===== config.mk =====
export PLATFORM = sky130hd
export DESIGN_NAME = vp9_bool_decoder
export DESIGN_NICKNAME = d
export VERILOG_FILES = /design/src/vpbd_pkg.sv /design/src/vp9_bool_decoder.sv /design/src/vpbd_bit_ram.sv /design/src/vpbd_core.sv
export SDC_FILE = /design/constraint.sdc
export NUM_CORES = 1
export LEC_CHECK = 0
export ABC_AREA = 1
export BUFFER_PORTS_ARGS = -buffer_cell sky130_fd_sc_hd__buf_2
export CORE_MARGIN = 2
export CORE_UTILIZATION = 45
export DETAILED_ROUTE_END_ITERATION = 10
export PLACE_DENSITY = 0.72
export SYNTH_ARGS = -nofsm -noshare
export SYNTH_HDL_FRONTEND = slang
export SYNTH_HIERARCHICAL = 1
export SYNTH_SLANG_ARGS = --single-unit

===== constraint.sdc =====
create_clock -name clk -period 14.6 [get_ports clk]
set_input_delay 2.19 -clock clk [delete_from_list [all_inputs] [get_ports clk]]
set_output_delay 2.19 -clock clk [all_outputs]
set_load 0.01 [all_outputs]

===== src/vpbd_pkg.sv =====
// ----------------------------------------------------------------------------
// vpbd_pkg
// Shared types, constants and the range normalization helper for the VP9 boolean decoder.
// ----------------------------------------------------------------------------
package vpbd_pkg;

	localparam int BUDGET_W = 27;

	typedef enum logic [1:0] {
		FUNC_START  = 2'd0,
		FUNC_PUSH   = 2'd1,
		FUNC_DECODE = 2'd2,
		FUNC_FINISH = 2'd3
	} func_t;

	typedef enum logic [2:0] {
		ST_OK          = 3'd0,
		ST_STARVED     = 3'd1,
		ST_ZERO_SIZE   = 3'd2,
		ST_PUSH_DROP   = 3'd3,
		ST_NOT_STARTED = 3'd4
	} status_t;

	typedef struct packed {
		func_t       func;
		logic [7:0]  data_byte;
		logic [7:0]  probability;
		logic [23:0] partition_bytes;
	} cmd_t;

	typedef struct packed {
		logic    result_bit;
		status_t status;
	} rsp_t;

	// Leading zeros of a nonzero range: number of doublings to reach 128.
	function automatic logic [2:0] norm_shifts(input logic [7:0] r);
		logic [2:0] n;
		n = 3'd7;
		if (r[7])      n = 3'd0;
		else if (r[6]) n = 3'd1;
		else if (r[5]) n = 3'd2;
		else if (r[4]) n = 3'd3;
		else if (r[3]) n = 3'd4;
		else if (r[2]) n = 3'd5;
		else if (r[1]) n = 3'd6;
		return n;
	endfunction

endpackage


===== src/vp9_bool_decoder.sv =====
// ----------------------------------------------------------------------------
// vp9_bool_decoder
// VP9 boolean entropy decoder with an MSB-first input bit buffer.
// ----------------------------------------------------------------------------
// Usage: commands arrive on cmd (cmd_valid/cmd_stall), results leave on rsp
// (rsp_valid/rsp_stall). A transfer happens when valid is high and stall low.
// Push appends a byte to the bit buffer and returns nothing unless the buffer
// lacks room (drop status). Start, decode and finish each return one result.
// Only one command is in flight: cmd_stall stays high until it is done.
// Steps per command, in order:
//   push    one buffer write per bit; early error results go straight out
//   starved at the compare step for decode, once the first 8 bits load for start
//   decode  multiply, compare, normalization shifts (0..7) one per cycle, commit
//   start   the first 8 bits load one per cycle, then a decode with shifts (0..1)
//   finish  remaining padding bits, checked one per cycle, then commit
// The rate is set by the single-bit buffer port and the shared shift step.
// The result sits in an output register; a new command is taken while it
// waits, and the next result holds inside the core until rsp is free.
// Reset clears the buffer fill, the coder (range 255, budget 0) and the
// started flag; buffer contents are not cleared and need no clearing pass.
module vp9_bool_decoder #(
	parameter int BUFFER_BITS = 64
) (
	input  logic           clk,
	input  logic           arst_n,
	input  logic           cmd_valid,
	output logic           cmd_stall,
	input  vpbd_pkg::cmd_t cmd,
	output logic           rsp_valid,
	input  logic           rsp_stall,
	output vpbd_pkg::rsp_t rsp
);

	localparam int AW = $clog2(BUFFER_BITS);
	localparam int CW = $clog2(BUFFER_BITS + 1);

	logic           busy, res_valid, res_ready;
	vpbd_pkg::rsp_t res;
	logic           wr_en, wr_bit, rd_bit;
	logic [AW-1:0]  wr_addr, rd_addr;
	logic           rsp_valid_q;
	vpbd_pkg::rsp_t rsp_q;

	vpbd_bit_ram #(
		.DEPTH (BUFFER_BITS),
		.AW    (AW)
	) u_ram (
		.clk     (clk),
		.wr_en   (wr_en),
		.wr_addr (wr_addr),
		.wr_bit  (wr_bit),
		.rd_addr (rd_addr),
		.rd_bit  (rd_bit)
	);

	vpbd_core #(
		.BUFFER_BITS (BUFFER_BITS),
		.AW          (AW),
		.CW          (CW)
	) u_core (
		.clk       (clk),
		.arst_n    (arst_n),
		.cmd_valid (cmd_valid),
		.cmd       (cmd),
		.busy      (busy),
		.res_valid (res_valid),
		.res       (res),
		.res_ready (res_ready),
		.wr_en     (wr_en),
		.wr_addr   (wr_addr),
		.wr_bit    (wr_bit),
		.rd_addr   (rd_addr),
		.rd_bit    (rd_bit)
	);

	assign cmd_stall = busy;
	assign res_ready = !rsp_valid_q || !rsp_stall;

	always_ff @(posedge clk or negedge arst_n) begin
		if (!arst_n) begin
			rsp_valid_q <= 1'b0;
		end else if (res_valid) begin
			rsp_valid_q <= 1'b1;
			rsp_q       <= res;
		end else if (!rsp_stall) begin
			rsp_valid_q <= 1'b0;
		end
	end

	assign rsp_valid = rsp_valid_q;
	assign rsp       = rsp_q;

endmodule


===== src/vpbd_bit_ram.sv =====
// ----------------------------------------------------------------------------
// vpbd_bit_ram
// Single-bit wide buffer memory, one write and one registered read port.
// ----------------------------------------------------------------------------
module vpbd_bit_ram #(
	parameter int DEPTH = 64,
	parameter int AW    = 6
) (
	input  logic          clk,
	input  logic          wr_en,
	input  logic [AW-1:0] wr_addr,
	input  logic          wr_bit,
	input  logic [AW-1:0] rd_addr,
	output logic          rd_bit
);

	logic mem [DEPTH];
	logic rd_bit_q;

	always_ff @(posedge clk) begin
		if (wr_en) begin
			mem[wr_addr] <= wr_bit;
		end
		rd_bit_q <= mem[rd_addr];
	end

	assign rd_bit = rd_bit_q;

endmodule


===== src/vpbd_core.sv =====
// ----------------------------------------------------------------------------
// vpbd_core
// Sequencer, coder state and bit buffer pointers. One multiply, one
// compare/subtract and one single-bit shift are shared by start and decode.
// ----------------------------------------------------------------------------
module vpbd_core #(
	parameter int BUFFER_BITS = 64,
	parameter int AW          = 6,
	parameter int CW          = 7
) (
	input  logic            clk,
	input  logic            arst_n,
	input  logic            cmd_valid,
	input  vpbd_pkg::cmd_t  cmd,
	output logic            busy,
	output logic            res_valid,
	output vpbd_pkg::rsp_t  res,
	input  logic            res_ready,
	output logic            wr_en,
	output logic [AW-1:0]   wr_addr,
	output logic            wr_bit,
	output logic [AW-1:0]   rd_addr,
	input  logic            rd_bit
);

	typedef enum logic [3:0] {
		S_IDLE,
		S_WRITE,
		S_LOAD,
		S_MUL,
		S_CMP,
		S_NORM,
		S_COMMIT,
		S_DRAIN,
		S_RESP
	} state_t;

	state_t state_q;

	logic [AW-1:0] head_q, tail_q, rp_q, rp_next;
	logic [CW-1:0] count_q, used_q, avail;
	logic [7:0]    coder_value_q, coder_range_q;
	logic [vpbd_pkg::BUDGET_W-1:0] bit_budget_q, w_budget_q;
	logic          started_q;

	logic [7:0]    w_val_q, w_rng_q, prob_q, split_q, data_q;
	logic [2:0]    step_q;
	logic          flag_q, is_start_q;
	vpbd_pkg::rsp_t res_q;

	logic [15:0]   product;
	logic          take_one;
	logic [7:0]    new_rng;
	logic [2:0]    shifts, need;
	logic          starve, consume, budget_nz, push_full;

	function automatic logic [AW-1:0] ptr_inc(input logic [AW-1:0] p);
		return (p == AW'(BUFFER_BITS - 1)) ? '0 : p + 1'b1;
	endfunction

	always_comb begin
		product   = (w_rng_q - 8'd1) * prob_q;
		take_one  = (w_val_q >= split_q);
		new_rng   = take_one ? (w_rng_q - split_q) : split_q;
		shifts    = vpbd_pkg::norm_shifts(new_rng);
		need      = (w_budget_q < vpbd_pkg::BUDGET_W'(shifts)) ? w_budget_q[2:0] : shifts;
		avail     = count_q - used_q;
		budget_nz = (w_budget_q != '0);
		starve    = (state_q == S_CMP) && (avail < CW'(need));
		push_full = ({1'b0, count_q} + (CW + 1)'(8)) > (CW + 1)'(BUFFER_BITS);
		case (state_q)
			S_LOAD:  consume = 1'b1;
			S_NORM:  consume = budget_nz;
			S_DRAIN: consume = budget_nz && (avail != '0);
			default: consume = 1'b0;
		endcase
		rp_next = rp_q;
		if (starve) begin
			rp_next = head_q;
		end else if (consume) begin
			rp_next = ptr_inc(rp_q);
		end
	end

	// Read address is the next pointer value, so the registered rd_bit shows the bit at rp_q.
	assign rd_addr   = rp_next;
	assign wr_en     = (state_q == S_WRITE);
	assign wr_addr   = tail_q;
	assign wr_bit    = data_q[3'd7 - step_q];
	assign busy      = (state_q != S_IDLE);
	assign res_valid = (state_q == S_RESP) && res_ready;
	assign res       = res_q;

	always_ff @(posedge clk or negedge arst_n) begin
		if (!arst_n) begin
			state_q       <= S_IDLE;
			head_q        <= '0;
			tail_q        <= '0;
			rp_q          <= '0;
			count_q       <= '0;
			used_q        <= '0;
			coder_value_q <= '0;
			coder_range_q <= 8'd255;
			bit_budget_q  <= '0;
			started_q     <= 1'b0;
			step_q        <= '0;
			flag_q        <= 1'b0;
			is_start_q    <= 1'b0;
		end else begin
			rp_q <= rp_next;
			case (state_q)
				S_IDLE: begin
					if (cmd_valid) begin
						used_q           <= '0;
						step_q           <= '0;
						data_q           <= cmd.data_byte;
						res_q.result_bit <= 1'b0;
						is_start_q       <= (cmd.func == vpbd_pkg::FUNC_START);
						case (cmd.func)
							vpbd_pkg::FUNC_PUSH: begin
								if (push_full) begin
									res_q.status <= vpbd_pkg::ST_PUSH_DROP;
									state_q      <= S_RESP;
								end else begin
									res_q.status <= vpbd_pkg::ST_OK;
									state_q      <= S_WRITE;
								end
							end
							vpbd_pkg::FUNC_START: begin
								if (cmd.partition_bytes == '0) begin
									res_q.status <= vpbd_pkg::ST_ZERO_SIZE;
									state_q      <= S_RESP;
								end else if (count_q < CW'(8)) begin
									res_q.status <= vpbd_pkg::ST_STARVED;
									state_q      <= S_RESP;
								end else begin
									res_q.status <= vpbd_pkg::ST_OK;
									w_val_q      <= '0;
									w_rng_q      <= 8'd255;
									prob_q       <= 8'd128;
									w_budget_q   <= {cmd.partition_bytes, 3'b000} -
										vpbd_pkg::BUDGET_W'(8);
									state_q      <= S_LOAD;
								end
							end
							vpbd_pkg::FUNC_DECODE: begin
								if (!started_q) begin
									res_q.status <= vpbd_pkg::ST_NOT_STARTED;
									state_q      <= S_RESP;
								end else begin
									res_q.status <= vpbd_pkg::ST_OK;
									w_val_q      <= coder_value_q;
									w_rng_q      <= coder_range_q;
									w_budget_q   <= bit_budget_q;
									prob_q       <= cmd.probability;
									state_q      <= S_MUL;
								end
							end
							vpbd_pkg::FUNC_FINISH: begin
								if (!started_q) begin
									res_q.status <= vpbd_pkg::ST_NOT_STARTED;
									state_q      <= S_RESP;
								end else begin
									res_q.status <= vpbd_pkg::ST_OK;
									w_budget_q   <= bit_budget_q;
									flag_q       <= 1'b1;
									state_q      <= S_DRAIN;
								end
							end
							default: begin
								res_q.status <= vpbd_pkg::ST_OK;
								state_q      <= S_IDLE;
							end
						endcase
					end
				end
				S_WRITE: begin
					tail_q <= ptr_inc(tail_q);
					step_q <= step_q + 1'b1;
					if (step_q == 3'd7) begin
						count_q <= count_q + CW'(8);
						state_q <= S_IDLE;
					end
				end
				S_LOAD: begin
					w_val_q <= {w_val_q[6:0], rd_bit};
					used_q  <= used_q + 1'b1;
					step_q  <= step_q + 1'b1;
					if (step_q == 3'd7) begin
						state_q <= S_MUL;
					end
				end
				S_MUL: begin
					split_q <= product[15:8] + 8'd1;
					state_q <= S_CMP;
				end
				S_CMP: begin
					if (starve) begin
						res_q.status <= vpbd_pkg::ST_STARVED;
						state_q      <= S_RESP;
					end else begin
						if (take_one) begin
							w_val_q <= w_val_q - split_q;
						end
						w_rng_q          <= new_rng;
						res_q.result_bit <= take_one;
						step_q           <= shifts;
						state_q          <= (shifts == '0) ? S_COMMIT : S_NORM;
					end
				end
				S_NORM: begin
					w_rng_q <= {w_rng_q[6:0], 1'b0};
					w_val_q <= {w_val_q[6:0], budget_nz & rd_bit};
					if (budget_nz) begin
						w_budget_q <= w_budget_q - 1'b1;
						used_q     <= used_q + 1'b1;
					end
					step_q <= step_q - 1'b1;
					if (step_q == 3'd1) begin
						state_q <= S_COMMIT;
					end
				end
				S_COMMIT: begin
					coder_value_q <= w_val_q;
					coder_range_q <= w_rng_q;
					bit_budget_q  <= w_budget_q;
					head_q        <= rp_q;
					count_q       <= count_q - used_q;
					if (is_start_q) begin
						started_q <= 1'b1;
					end
					state_q <= S_RESP;
				end
				S_DRAIN: begin
					if (consume) begin
						if (rd_bit) begin
							flag_q <= 1'b0;
						end
						w_budget_q <= w_budget_q - 1'b1;
						used_q     <= used_q + 1'b1;
					end else begin
						bit_budget_q     <= w_budget_q;
						head_q           <= rp_q;
						count_q          <= count_q - used_q;
						started_q        <= 1'b0;
						res_q.result_bit <= flag_q;
						state_q          <= S_RESP;
					end
				end
				S_RESP: begin
					if (res_ready) begin
						state_q <= S_IDLE;
					end
				end
				default: state_q <= S_IDLE;
			endcase
		end
	end

	// Fill level never passes the buffer size.
	a_count_bound: assert property (@(posedge clk) disable iff (!arst_n)
		count_q <= CW'(BUFFER_BITS))
		else $error("bit buffer count overflow");

	// Read pointer rests on the head between commands.
	a_rp_idle: assert property (@(posedge clk) disable iff (!arst_n)
		(state_q == S_IDLE) |-> (rp_q == head_q))
		else $error("read pointer off head while idle");

	// A running coder always holds a normalized range.
	a_range_norm: assert property (@(posedge clk) disable iff (!arst_n)
		started_q |-> coder_range_q[7])
		else $error("coder range not normalized");

	// Any failing result leaves the result bit clear.
	a_err_bit: assert property (@(posedge clk) disable iff (!arst_n)
		(res_valid && (res_q.status != vpbd_pkg::ST_OK)) |-> !res_q.result_bit)
		else $error("result bit set on error status");

	// Between commands the tail sits count entries past the head.
	a_tail: assert property (@(posedge clk) disable iff (!arst_n)
		(state_q == S_IDLE) |->
		((CW + 1)'(head_q) + (CW + 1)'(count_q) == (CW + 1)'(tail_q) ||
		 (CW + 1)'(head_q) + (CW + 1)'(count_q) ==
		 (CW + 1)'(tail_q) + (CW + 1)'(BUFFER_BITS)))
		else $error("tail pointer out of step with head and count");

endmodule


==> impl_metrics.toml, run 1 <==
[die]
io_pins = 52
die-width_um = 189
core_area_um2 = 33700
die_height_um = 189
rows = 67
start_util_pct = 45.9
fp.dieArea_um2 = 35900

[cts]
clk_path_buf_depth = 3
insertion_delay_ns = 0.54
cts_resized = 0
cts_sinks = 226
cts_setup_buffers = 0
root_buffer = "clkbuf_16"
numCtsBuffers = 27
hold_buffers = 0
cts_tree = "yes"
htreeDepth = 1
clk_pin_slew_ns = 0.06

[timing]
fmax_mhz = 144
setup_slack_ns = 7.68
rsz0062_at_grt = "false"
period_minus_slack_ns = 6.92
slew_viol_final = 0
finalSetupTns_ns = 0
tightest_slew_ns = 1.08
finalSetupViolations = 0
slew_headroom_pct = 28.1
finClkSkew_ns = 0.0234
finalHoldViolCount = 0
timing.final.crit_share_pct = 47.4

[grt]
grt_pass1_wl_mm = 62.2
grt_overflow = 0
grt_pass1_vias = 12700
grtUsageTotal_pct = 21.0
antenna_found_initial = 1
grt_max_degree = 77

[detailed_routing]
drt_wl_total_mm = 37.3
drt_iter0_markers = 1124
routedWlPerCell_um = 15.6
vias = 12800
via_per_inst = 5.36
route.detailed.drc = 0
antenna_left = 0
drt_pre_antenna_iters = 7

[final_layout]
area_delta_synth_final_pct = 10.1
drive_gt1_share_pct = 8.72
seqCellArea_um2 = 6360
fillers = 3175
nets = 2087
multiInputGateArea_um2 = 7780

[synth]
synth.avg_cell_area_um2 = 8.26
yosys_warnings = 6
yosysMostFrequentCell = "nand2_1"
synth-seq-area-share_pct = 41.1
synth_fp_nets = 2040
ys_seq_elements = 226
netlist_area_um2 = 15500
synth_common_cells = "399 x nand2_1, 281 x inv_1, 253 x nor2_1"
yosys_most_used_dff = "edfxtp_1"
synth_edf_count = 139
syn_inst = 1871
synth_top_cell_area_share_pct = 27.0
synth_area_leaders = "edfxtp_1 27%, dfrtp_1 13%, nand2_1 9.7%"
netlist-cell-type-count = 64
async_reset_ff_share_pct = 38.1
synth_largest_area_cell = "edfxtp_1"

[worst_setup_path]
cp.arrival_ns = 7.39
cp_max_fo = 18
critical_path_class = "reg -> reg"
crit_path_end_kind = "flip-flop"
start_kind = "flip-flop"
crit_buf_inv = 4
crit_family = "simple AND/OR/NAND/NOR gates"
slowest_delay_ns = 0.53
r2r-start = "u_core/w_val_q[0]"
critPathSlowestCell = "nand2_1"
crit_start = "u_core/w_val_q[0]"
cp_common_cell = "nand2_1"
required_ns = 15.07

[place]
port_buffers = 51
place_hpwl_mm = 27.0
place_congestion = 0.889
dp_slack_ns = 7.71

[power_and_ir_drop]
powerDensity_nw_per_um2 = 208
p_leak_uw = 0.00756
ir_worst_vdd_mv = 0.145
power_uw = 3540

[run_status]
status = "complete, no violations"

[flow_run]
drv_cap = 0

[hold_path]
worstHoldStart = "u_core/res[2]"
hold_class = "reg -> reg"
-- report_power, final --
group,internal [uW],switching [uW]
Sequential,941,103
Clock,417,265
Combinational,630,1190
Total,1990,1560
-- cells in the final DEF (no fill, tap or decap), types with 9 or more instances in the layout --
cell type / instances
nand2_1: 399
o22ai_1: 11
o21ai_1: 17
fa_1: 57
buf_2: 50
nand4_1: 14
nand3_1: 129
nor2_1: 253
edfxtp_1: 139
o21ai_0: 121
buf_4: 10
dfrtp_1: 78
a21oi_1: 33
clkbuf_16: 27
nand2_2: 14
clkinv_1: 9
inv_1: 281
ha_1: 66
nand3_2: 9
o221ai_1: 14
xor2_1: 35
nor3_1: 25
o211ai_1: 15
xnor2_1: 21
-- per-layer routing --
metal  track usage, %  share of wire (%)  vias to the layer above
met3             2.85                5.2                       56
li1                 -                  -                     6218
met1             29.3                 46                     6151
met2             34.5                 46                      361
met5                0                  0                        -
met4             5.61                2.1                        0
-- cell type report --
type / instances / area share [%]
inverters: 291 / 6.45
repair buffers: 60 / 1.91
multi-input cells: 1312 / 45.7
well taps: 448 / 3.29
flip-flops and latches: 226 / 37.3
diodes: 1 / 0.0147
clock buffers: 32 / 4.20
clock inverters: 17 / 1.09
-- path summary, 6_finish.rpt --
path / end / slack, ns / cells after the start
worst max-delay path: u_ram/rd_bit / 7.68 / 30
worst min-delay path: rsp[2] / 0.41 / 0
worst max register to register: u_ram/rd_bit / 7.68 / 30
worst min register to register: rsp[2] / 0.41 / 0
max in group asynchronous: u_core/bit_budget_q[9] / 11.78 / 2
min in group asynchronous: u_core/flag_q / 1.50 / 1
-- state kept, by name (all words and copies together), names as in the netlist, 3 cells and up --
name,cells
rsp,4
u_core/prob_q,8
u_core/wr_addr,6
u_core/coder_range_q,8
u_core/step_q,3
u_core/w_val_q,8
u_core/rp_q,6
u_core/count_q,7
u_core/used_q,7
u_core/split_q,8
u_core/res,4
u_core/w_rng_q,8
u_core/state_q,4
u_core/bit_budget_q,27
u_core/coder_value_q,8
u_core/w_budget_q,27
u_core/data_q,8
u_ram/mem,64
u_core/head_q,6
-- per-stage QoR --
step           instances  util, %  hold WS [ns]  instance area, um^2
2_1_floorplan       1871        -         0.400                15500
4_1_cts             2386     50.5         0.418                17000
6_report            2387     50.5         0.415                17000
5_1_grt             2387     50.5         0.423                17000
3_3_place_gp        2337     47.8         0.405                16100
3_5_place_dp        2337     47.8         0.410                16100
-- kinds of logic after synthesis --
group | share of synthesized area (%)
buf+inv | 8.73
simple gates | 24.4
xor+xnor | 3.17
fa+ha+maj | 12.7
flops | 41.1
mux | 0.146
compound gates | 9.68
No activity file was read; power rests on OpenSTA's default activity.
==> inputs of run 2 (changes only) <==
--- a/config.mk
+++ b/config.mk
@@ -5,12 +5,12 @@
 export SDC_FILE = /design/constraint.sdc
 export NUM_CORES = 1
 export LEC_CHECK = 0
-export ABC_AREA = 1
+export ABC_AREA = 0
 export BUFFER_PORTS_ARGS = -buffer_cell sky130_fd_sc_hd__buf_2
 export CORE_MARGIN = 2
 export CORE_UTILIZATION = 45
 export DETAILED_ROUTE_END_ITERATION = 10
-export PLACE_DENSITY = 0.72
+export PLACE_DENSITY = 0.74
 export SYNTH_ARGS = -nofsm -noshare
 export SYNTH_HDL_FRONTEND = slang
 export SYNTH_HIERARCHICAL = 1
==> constraint.sdc (replaced) <==
create_clock -name clk -period 6.03 [get_ports clk]
set_input_delay 0.9045 -clock clk [delete_from_list [all_inputs] [get_ports clk]]
set_output_delay 0.9045 -clock clk [all_outputs]
set_load 0.01 [all_outputs]
==> run 2 against run 1 <==
The run now ends with setup timing left. Synthesized area shrank 0.57%. Die area shrank 0.55%. Synthesized cell count shrank 20%. Cell count shrank 11%. Critical path depth shrank 3. Maximum frequency grew 8.5%. Worst setup slack lost 8.0 ns.
==> impl_metrics.toml, run 2 <==
[run_status]
status = "finished with violations"
violations = "setup timing"

[synth]
netlist_area_um2 = 15400
synth_edf_count = 139
synth-seq-area-share_pct = 41.4
yosysMostFrequentCell = "nor2_1"
yosys_most_used_dff = "edfxtp_1"
ys_seq_elements = 226
synth_area_leaders = "edfxtp_1 27%, dfrtp_1 13%, fa_1 7.4%"
synth_fp_nets = 1659
netlist-cell-type-count = 92
synth_largest_area_cell = "edfxtp_1"
synth_compound_area_share_pct = 11.7
synth_top_family_by_area = "simple AND/OR/NAND/NOR gates"
syn_inst = 1490
yosys_warnings = 6
synth.avg_cell_area_um2 = 10.3
synth-xor-area-share_pct = 4.96
synth_top_cell_area_share_pct = 27.2
synthAdderAreaFrac_pct = 12.8
synth_common_cells = "146 x nor2_1, 139 x edfxtp_1, 121 x nand2_1"
async_reset_ff_share_pct = 38.1
synth-simple-area-share_pct = 17.0
synthMuxAreaShare_pct = 7.57

[detailed_routing]
route.detailed.drc = 0
drt_iter0_markers = 933
via_per_inst = 5.76
drt_pre_antenna_iters = 5
antenna_left = 0
vias = 12200
routedWlPerCell_um = 18.4
drt_wl_total_mm = 39.1

[final_layout]
largest_reg_flops = 64
final_common_cell = "nor2_1"
final_cell_mix = "143 x nor2_1, 139 x edfxtp_1, 127 x buf_4"
antenna_cells = 0
fin_util_pct = 54.9
drive_gt1_share_pct = 22.1
reg_top3 = "u_ram/mem (64), u_core/bit_budget_q (27), u_core/w_budget_q (27)"
area_delta_synth_final_pct = 20.0
fillers = 2802
nets = 1824
multiInputGateArea_um2 = 8870
seqCellArea_um2 = 6360
largest_register = "u_ram/mem"

[die]
die-width_um = 189
rows = 67
io_pins = 52
start_util_pct = 45.7
die_height_um = 189
fp.dieArea_um2 = 35700
core_area_um2 = 33600

[cts]
numCtsBuffers = 27
clk_path_buf_depth = 3
htreeDepth = 1
cts_sinks = 226
hold_buffers = 0
root_buffer = "clkbuf_16"
clk_pin_slew_ns = 0.06
insertion_delay_ns = 0.56
cts_tree = "yes"

[timing]
timing.final.crit_share_pct = 106
finalHoldViolCount = 0
finClkSkew_ns = 0.0420
rsz0062_at_grt = "true"
finalSetupViolations = 2
fmax_mhz = 157
tightest_slew_ns = 1.03
setup_slack_ns = -0.351
slew_viol_final = 0
period_minus_slack_ns = 6.38
slew_headroom_pct = 31.0

[worst_setup_path]
critical_path_class = "reg -> reg"
start_kind = "flip-flop"
cp-endpoint = "u_ram/rd_bit"
crit_start = "u_core/w_rng_q[0]"
required_ns = 6.45
cp.arrival_ns = 6.80
cp_max_fo = 5
crit_path_end_kind = "flip-flop"
r2r_setup_slack_ns = -0.35
reg2regPathDepth = 27
r2r-start = "u_core/w_rng_q[0]"
rr_endpoint = "u_ram/rd_bit"

[grt]
grt_pass1_vias = 12300
grt_max_degree = 66
antenna_found_initial = 0
grt_overflow = 0
grtUsageTotal_pct = 22.0
grt_pass1_wl_mm = 63.4

[flow_run]
drv_cap = 0

[place]
place_congestion = 0.933
place_hpwl_mm = 27.8
port_buffers = 51

[hold_path]
hold_class = "in -> async"
-- run 2: cell types whose count changed after synthesis, moves of 32 or more --
cell / delta
xnor2_1: +39
mux2_1: +32
a21oi_1: +43
nand2_1: -278
nor3_1: +34
nor2_1: -107
inv_1: -168
nand3_1: -98
and2_1: +39
o21ai_0: -65
-- run 2: worst max-delay path, cell delays in order, from the launching register on --
cell       delay (ns)
edfxtp_1         0.39
inv_1            0.16
ha_2             0.23
inv_1            0.06
fa_1             0.41
buf_4            0.17
xnor2_1          0.13
nand2_1          0.09
or4b_1           0.47
a32oi_1          0.36
o2111ai_1        0.20
a21oi_2          0.25
o21a_1           0.18
o21ai_2          0.07
buf_4            0.14
mux2i_1          0.11
ha_1             0.33
and3_1           0.20
a221o_1          0.33
nor4_4           0.29
o311ai_4         0.21
a21oi_4          0.28
buf_6            0.14
mux4_1           0.54
a22oi_1          0.20
a31oi_1          0.10
a21oi_1          0.15
a21oi_1          0.08
-- run 2: worst min path at each step --
stage | slack (ns) | endpoint | from | cells after the start
3_3_place_gp | 0.41 | rsp[3] | u_core/res[3] | 0
4_1_cts | 0.26 | u_core/used_q[0] | arst_n | 1
5_1_grt | 0.28 | u_core/used_q[0] | arst_n | 1
6_report | 0.27 | u_core/is_start_q | arst_n | 1
2_1_floorplan | 0.40 | rsp[0] | u_core/res[0] | 0
3_5_place_dp | 0.41 | rsp[0] | u_core/res[0] | 0
-- run 2: kinds of logic (layout without fill, tap and decap cells) --
logic type      Yosys count  after routing
compound gates          273            273
xor+xnor                 87             87
fa+ha+maj               123            123
buf+inv                 170            356
flops                   226            226
mux                      85             85
simple gates            526            526
-- run 2: area by class of cell --
class,count,share of cell area (%)
Timing Repair Buffer,189,7.33
Clock buffer,32,3.82
Clock inverter,18,0.889
Sequential cell,226,34.5
Tap cell,448,3.04
Inverter,117,2.39
Multi-Input combinational cell,1094,48.1
-- run 2: metrics by stage --
stage / cell area, um^2 / hold WS [ns] / TNS (ns) / worst slack, ns / cells
final: 18400 / 0.266 / -0.477 / -0.351 / 2124
after global routing: 18400 / 0.282 / -1.15 / -0.609 / 2124
after CTS: 18200 / 0.263 / -0.466 / -0.238 / 2118
after detailed placement: 16900 / 0.406 / -1.16 / -0.493 / 2054
after global placement: 16900 / 0.406 / -0.582 / -0.282 / 2054
after floorplan: 15500 / 0.400 / -0.404 / -0.404 / 1490
-- run 2: what timing repair did --
action / in CTS / in global routing
resized for setup: 52 / 49
setup buffers: 14 / 9
setup endpoints to repair: 5 / 6
pin swaps: 26 / 27
-- run 2: layer usage --
metal / up-vias / share of wire [%] / global-route usage [%]
met5: - / 0 / 0
met4: 0 / 2.8 / 7.21
met3: 79 / 5.4 / 2.55
met2: 413 / 50 / 38.2
met1: 6073 / 42 / 28.6
li1: 5663 / - / -
Power of run 2 is left out: the tool's default activity adds up to more than one toggle a clock period on the data nets, which glitch-free logic cannot reach.
